--- src/hw/rtl/srpg_pkg.sv ---
// Package for the seeded rhythm pattern generator: constants, stage layout,
// the xorshift32 round and the per-row hit thresholds. No dependencies.
`default_nettype none

package srpg_pkg;

    localparam int unsigned PadW       = 6;
    localparam int unsigned RowW       = 3;
    localparam int unsigned GenW       = 32;
    localparam int unsigned StepCount  = 32;
    localparam int unsigned ThrW       = 25;
    localparam int unsigned InDataW    = 8;
    localparam int unsigned OutDataW   = 40;

    localparam logic [GenW-1:0] PadHashMul     = 32'd2654435761;
    localparam logic [GenW-1:0] FactoryKitSeed = 32'h6472_6d73;

    // Stage 0 mixes pad into seed, stage 1 warms up, stages 2..9 draw four
    // steps each, the last stage applies the no-hit fallback.
    localparam int unsigned RoundsPerStage = 4;
    localparam int unsigned FirstDraw      = 2;
    localparam int unsigned DrawStages     = StepCount / RoundsPerStage;
    localparam int unsigned StageCount     = FirstDraw + DrawStages + 1;
    localparam int unsigned LastStage      = StageCount - 1;

    function automatic logic [GenW-1:0] mix_round(input logic [GenW-1:0] v);
        logic [GenW-1:0] t;
        t = v ^ (v << 13);
        t = t ^ (t >> 17);
        t = t ^ (t << 5);
        return t;
    endfunction

    // Ceiling of density * factor * 2^24, off-beat and on-beat per row.
    function automatic logic [ThrW-1:0] hit_threshold(input logic [RowW-1:0] row,
                                                      input logic on_beat);
        logic [ThrW-1:0] off_thr;
        logic [ThrW-1:0] on_thr;
        unique case (row)
            3'd0: begin off_thr = 25'd12582912; on_thr = 25'd12582912; end
            3'd1: begin off_thr = 25'd9501382;  on_thr = 25'd15835638; end
            3'd2: begin off_thr = 25'd6847843;  on_thr = 25'd17804392; end
            3'd3: begin off_thr = 25'd4622294;  on_thr = 25'd18489176; end
            3'd4: begin off_thr = 25'd2824735;  on_thr = 25'd17889992; end
            3'd5: begin off_thr = 25'd1455167;  on_thr = 25'd16006834; end
            3'd6: begin off_thr = 25'd513589;   on_thr = 25'd12839707; end
            default: begin off_thr = 25'd0;     on_thr = 25'd8388608;  end
        endcase
        return on_beat ? on_thr : off_thr;
    endfunction

endpackage

`default_nettype wire

--- src/hw/rtl/seeded_rhythm_pattern_generator.sv ---
// Top level of the seeded rhythm pattern generator: an eleven-stage pipeline
// of xorshift32 rounds producing one pad's 32-step hit word. Uses srpg_pkg.
//
//  channel  | dir | payload (low bit up)                 | handshake
//  s_axis   | in  | pad_number[5:0], zero fill           | tvalid/tready
//  m_axis   | out | pad_echo[5:0], hit_pattern[37:6]     | tvalid/tready
//  cfg      | in  | kit_seed[31:0]                       | cfg_wr_en
//
// One item enters per cycle unless a stalled output backs up the pipeline;
// 36 rounds run four per stage (warm-up, draw), plus mix and fallback stages.
// Each stage holds its item until the next stage is free, so bubbles close
// up and a stalled output loses nothing. Reset (aresetn low, synchronous)
// empties the pipeline and reloads the factory seed.
`default_nettype none

module seeded_rhythm_pattern_generator (
    input  wire logic                          aclk,
    input  wire logic                          aresetn,
    input  wire logic                          cfg_wr_en,
    input  wire logic [31:0]                   cfg_wr_data,
    input  wire logic                          s_axis_tvalid,
    output logic                               s_axis_tready,
    input  wire logic [srpg_pkg::InDataW-1:0]  s_axis_tdata,  // [5:0] pad_number, [7:6] zero
    output logic                               m_axis_tvalid,
    input  wire logic                          m_axis_tready,
    // [5:0] pad_echo, [37:6] hit_pattern, [39:38] zero
    output logic [srpg_pkg::OutDataW-1:0]      m_axis_tdata
);

    localparam int unsigned NSt = srpg_pkg::StageCount;

    logic [srpg_pkg::GenW-1:0]      kit_seed_reg;
    logic [NSt-1:0]                 valid_reg;
    logic [srpg_pkg::PadW-1:0]      pad_reg  [NSt];
    logic [srpg_pkg::GenW-1:0]      gen_reg  [NSt];
    logic [srpg_pkg::StepCount-1:0] word_reg [NSt];
    logic [srpg_pkg::GenW-1:0]      gen_next [NSt];
    logic [srpg_pkg::StepCount-1:0] word_next[NSt];
    logic [NSt-1:0]                 stage_ready;
    logic [srpg_pkg::PadW-1:0]      in_pad;

    assign in_pad = s_axis_tdata[srpg_pkg::PadW-1:0];

    always_ff @(posedge aclk) begin
        if (!aresetn) begin
            kit_seed_reg <= srpg_pkg::FactoryKitSeed;
        end else if (cfg_wr_en) begin
            kit_seed_reg <= cfg_wr_data;
        end
    end

    // A stage may load when it is empty or its item moves on this cycle.
    always_comb begin
        stage_ready[NSt-1] = !valid_reg[NSt-1] || m_axis_tready;
        for (int i = NSt - 2; i >= 0; i--) begin
            stage_ready[i] = !valid_reg[i] || stage_ready[i+1];
        end
    end

    always_comb begin
        logic [srpg_pkg::GenW-1:0]      g;
        logic [srpg_pkg::StepCount-1:0] w;
        logic [srpg_pkg::RowW-1:0]      row;
        gen_next[0]  = kit_seed_reg
                     ^ 32'({26'd0, in_pad} * srpg_pkg::PadHashMul);
        word_next[0] = '0;
        for (int i = 1; i < NSt; i++) begin
            g   = gen_reg[i-1];
            w   = word_reg[i-1];
            row = pad_reg[i-1][srpg_pkg::PadW-1 -: srpg_pkg::RowW];
            if (i == 1) begin
                for (int r = 0; r < srpg_pkg::RoundsPerStage; r++) begin
                    g = srpg_pkg::mix_round(g);
                end
            end else if (i < srpg_pkg::LastStage) begin
                for (int r = 0; r < srpg_pkg::RoundsPerStage; r++) begin
                    g = srpg_pkg::mix_round(g);
                    // first round of each group of four is the on-beat step
                    if ({1'b0, g[31:8]} < srpg_pkg::hit_threshold(row, r == 0)) begin
                        w[(i - srpg_pkg::FirstDraw) * srpg_pkg::RoundsPerStage + r] = 1'b1;
                    end
                end
            end else begin
                if (w == '0) begin
                    w = srpg_pkg::StepCount'(1) << pad_reg[i-1][3:0];
                end
            end
            gen_next[i]  = g;
            word_next[i] = w;
        end
    end

    always_ff @(posedge aclk) begin
        if (!aresetn) begin
            valid_reg <= '0;
        end else begin
            if (stage_ready[0]) begin
                valid_reg[0] <= s_axis_tvalid;
            end
            for (int i = 1; i < NSt; i++) begin
                if (stage_ready[i]) begin
                    valid_reg[i] <= valid_reg[i-1];
                end
            end
        end
    end

    always_ff @(posedge aclk) begin
        if (stage_ready[0]) begin
            pad_reg[0]  <= in_pad;
            gen_reg[0]  <= gen_next[0];
            word_reg[0] <= word_next[0];
        end
        for (int i = 1; i < NSt; i++) begin
            if (stage_ready[i]) begin
                pad_reg[i]  <= pad_reg[i-1];
                gen_reg[i]  <= gen_next[i];
                word_reg[i] <= word_next[i];
            end
        end
    end

    assign s_axis_tready = stage_ready[0];
    assign m_axis_tvalid = valid_reg[NSt-1];
    assign m_axis_tdata  = {2'b00, word_reg[NSt-1], pad_reg[NSt-1]};

endmodule

`default_nettype wire

--- config.mk ---
export PLATFORM = sky130hd
export DESIGN_NAME = seeded_rhythm_pattern_generator
export DESIGN_NICKNAME = d
export VERILOG_FILES = /design/src/hw/rtl/srpg_pkg.sv /design/src/hw/rtl/seeded_rhythm_pattern_generator.sv
export SDC_FILE = /design/constraint.sdc
export NUM_CORES = 2
export LEC_CHECK = 0
export ABC_CLOCK_PERIOD_IN_PS = 8300
export BUFFER_PORTS_ARGS = -buffer_cell sky130_fd_sc_hd__buf_2
export CAP_MARGIN = 20
export CORE_MARGIN = 2
export CORE_UTILIZATION = 30
export CTS_BUF_LIST = sky130_fd_sc_hd__clkbuf_4 sky130_fd_sc_hd__clkbuf_8
export DETAILED_ROUTE_END_ITERATION = 10
export PLACE_DENSITY = 0.55
export SLEW_MARGIN = 20
export SYNTH_ARGS = -nofsm -noshare
export SYNTH_HDL_FRONTEND = slang
export SYNTH_SLANG_ARGS = --single-unit
--- constraint.sdc ---
create_clock -name aclk -period 8.3 [get_ports aclk]
set_clock_uncertainty 0.2 [all_clocks]
set_input_delay 2.075 -clock aclk [delete_from_list [all_inputs] [get_ports aclk]]
set_output_delay 2.075 -clock aclk [all_outputs]
set_load 0.03 [all_outputs]
==> impl_metrics.json <==
{
  "hold_path_startpoint": "word_reg[4][4]",
  "ys.flop_type": "edfxtp_1",
  "cts_hold_buffers": 0,
  "syn_area_um2": 62300,
  "yosysWarnings": 0,
  "grt_pass1_vias": 43309,
  "status": "finished, final reports clean",
  "synth_fa_ha_area_share_pct": 16.8,
  "h-tree-depth": 3,
  "drt_wl_total_um": 185000,
  "crit_path_end_kind": "output port",
  "portBuffers": 82,
  "initial_utilization_pct": 30.1,
  "r2r-start": "gen_reg[6][14]",
  "startpoint": "m_axis_tready",
  "path_cells": "buf_2, nor2b_1, inv_2, buf_4, nor2_1, and2_1, and3_1, and3_1, nand2_2, buf_2",
  "drv_slew": 0,
  "finalNetCount": 6885,
  "cts.sinks": 573,
  "rows": 167,
  "gp_congestion": 0.943,
  "antenna_found_initial": 3,
  "clock.fmax_mhz": 150,
  "cp_num_buf_inv": 4,
  "postRouteAntennaNets": 0,
  "seq_area_frac_synth_pct": 26.9,
  "clk_pin_slew_ns": 0.06,
  "cts-resized-gates": 0,
  "max_stage_delay_ns": 0.37,
  "seq_area_um2": 16800,
  "clk_latency_ns": 0.81,
  "cp.arrival_ns": 4.38,
  "fin_tns_setup_ns": 0,
  "synth_top_family_by_area": "XOR/XNOR gates",
  "synth-simple-area-share_pct": 7.34,
  "synth_compound_area_share_pct": 7.44,
  "first_pass_iters": 7,
  "synth_top_area_cell": "edfxtp_1",
  "drtIter0Drc": 3211,
  "multiInputGateArea_um2": 44100,
  "synth_area_leaders": "edfxtp_1, xnor2_1, ha_1, xor2_1, xnor3_1",
  "async_flop_share_pct": 0,
  "via_per_inst": 4.82,
  "setup_viol": 0,
  "yosysMostFrequentCell": "xnor2_1",
  "crit_family": "simple AND/OR/NAND/NOR gates",
  "syn2layout_area_growth_pct": 9.25,
  "cts_buffers": 101,
  "rsz0062_at_grt": "no",
  "synth_cell_types": 71,
  "design_area_um2": 68100,
  "synth_cells": 5923,
  "period_share_pct": 80.2,
  "synth-edff-count": 530,
  "period_minus_slack_ns": 6.66,
  "drive_gt1_share_pct": 7.75,
  "netlist_top_cells_count": "xnor2_1, ha_1, xor2_1",
  "worst-path-max-fanout": 39,
  "avgSynthCellArea_um2": 10.5,
  "coreArea_um2": 207000,
  "grt_start_max_net_pins": 67,
  "clock-root-buffer": "clkbuf_8",
  "maxCapViolations": 0,
  "cts_buffer_depth": 3,
  "fillCellCount": 21123,
  "dieHeight_um": 460,
  "synth-seq-cells": 573,
  "post_cts_buffers": 0,
  "route.detailed.drc": 0,
  "place_area_um2": 65900,
  "pre_cts_slack_ns": 1.40,
  "postLayoutSetupSlackWorst_ns": 1.64,
  "largest_reg_flops": 288,
  "hold_class": "reg2reg",
  "wl_per_cell_um": 21.0,
  "hold_violations": 0,
  "gr-total-overflow": 0,
  "vias": 42517,
  "grt_pass1_wl_um": 279000,
  "synth_mux_area_share_pct": 0.514,
  "hpwlAfterDp_um": 155000,
  "slew_headroom_pct": 25.3,
  "worstSetupStartpointType": "input pin",
  "synth-xor-area-share_pct": 38.6,
  "crit_type": "in2out",
  "worst_pin_slew_ns": 1.12,
  "grt.total_usage_pct": 17.3,
  "crit_slowest_cell": "and3_1",
  "cts_tree": "built",
  "die-area_um2": 211000,
  "required_ns": 6.03,
  "die_w_um": 460,
  "synth_top_area_share_pct": 25.5,
  "io_pins": 87
}
[path summary, 6_finish.rpt]
kind	to	slack (ns)	cells after the start
max	s_axis_tready	1.64	10
min	word_reg[5][4]	0.16	0
max reg2reg	word_reg[7][23]	2.08	19
min reg2reg	word_reg[5][4]	0.16	0
[final cells by class]
class / instances / share of cell area, %
Sequential cell: 573 / 24.6
Inverter: 233 / 1.28
Clock buffer: 127 / 2.34
Clock inverter: 58 / 0.858
Tap cell: 2704 / 4.97
Multi-Input combinational cell: 4984 / 64.8
Timing Repair Buffer: 132 / 1.15
Antenna cell: 2 / 0.00735
[stage by stage]
stage	util, %	hold WS, ns	instances
5_1_grt	32.9	0.175	8812
3_3_place_gp	31.9	0.201	8626
6_report	32.9	0.158	8813
2_1_floorplan	-	0.200	5924
3_5_place_dp	31.9	0.205	8626
4_1_cts	32.9	0.143	8811
[placed cells by master (no fill, tap or decap), types with 35 or more instances in the layout]
cell      instances
ha_1            782
xnor2_2          78
a21oi_1         266
edfxtp_1        530
xnor2_1        1620
nand2_1         140
nor2b_1         170
xor2_1          666
clkbuf_8        102
buf_4            50
buf_2            82
nand4_1         112
a21o_1          127
nor2_1          196
xnor3_1          61
nand3_1          47
o21ai_0         200
xor2_2           35
dfxtp_1          43
nand2b_1        110
inv_1           226
[cell families (layout without fill, tap and decap cells)]
kind of cell | Yosys count | count (layout)
and+or+nand+nor | 876 | 876
adders and majority gates | 818 | 818
AOI/OAI and AO/OA | 764 | 764
xor gates and xnor gates | 2492 | 2492
DFF | 573 | 573
buffers and inverters | 367 | 550
muxes | 32 | 32
other | 1 | 4
[metal layers]
metal | part of all wire [%] | global-route usage, % | vias to the layer above
li1 | - | - | 20557
met4 | 2.0 | 3.99 | 0
met3 | 4.0 | 1.90 | 228
met2 | 48 | 29.2 | 990
met5 | 0 | 0 | -
met1 | 46 | 23.7 | 20742
Power is left out: the tool's default activity adds up to more than one toggle a clock period on the data nets, which glitch-free logic cannot reach.
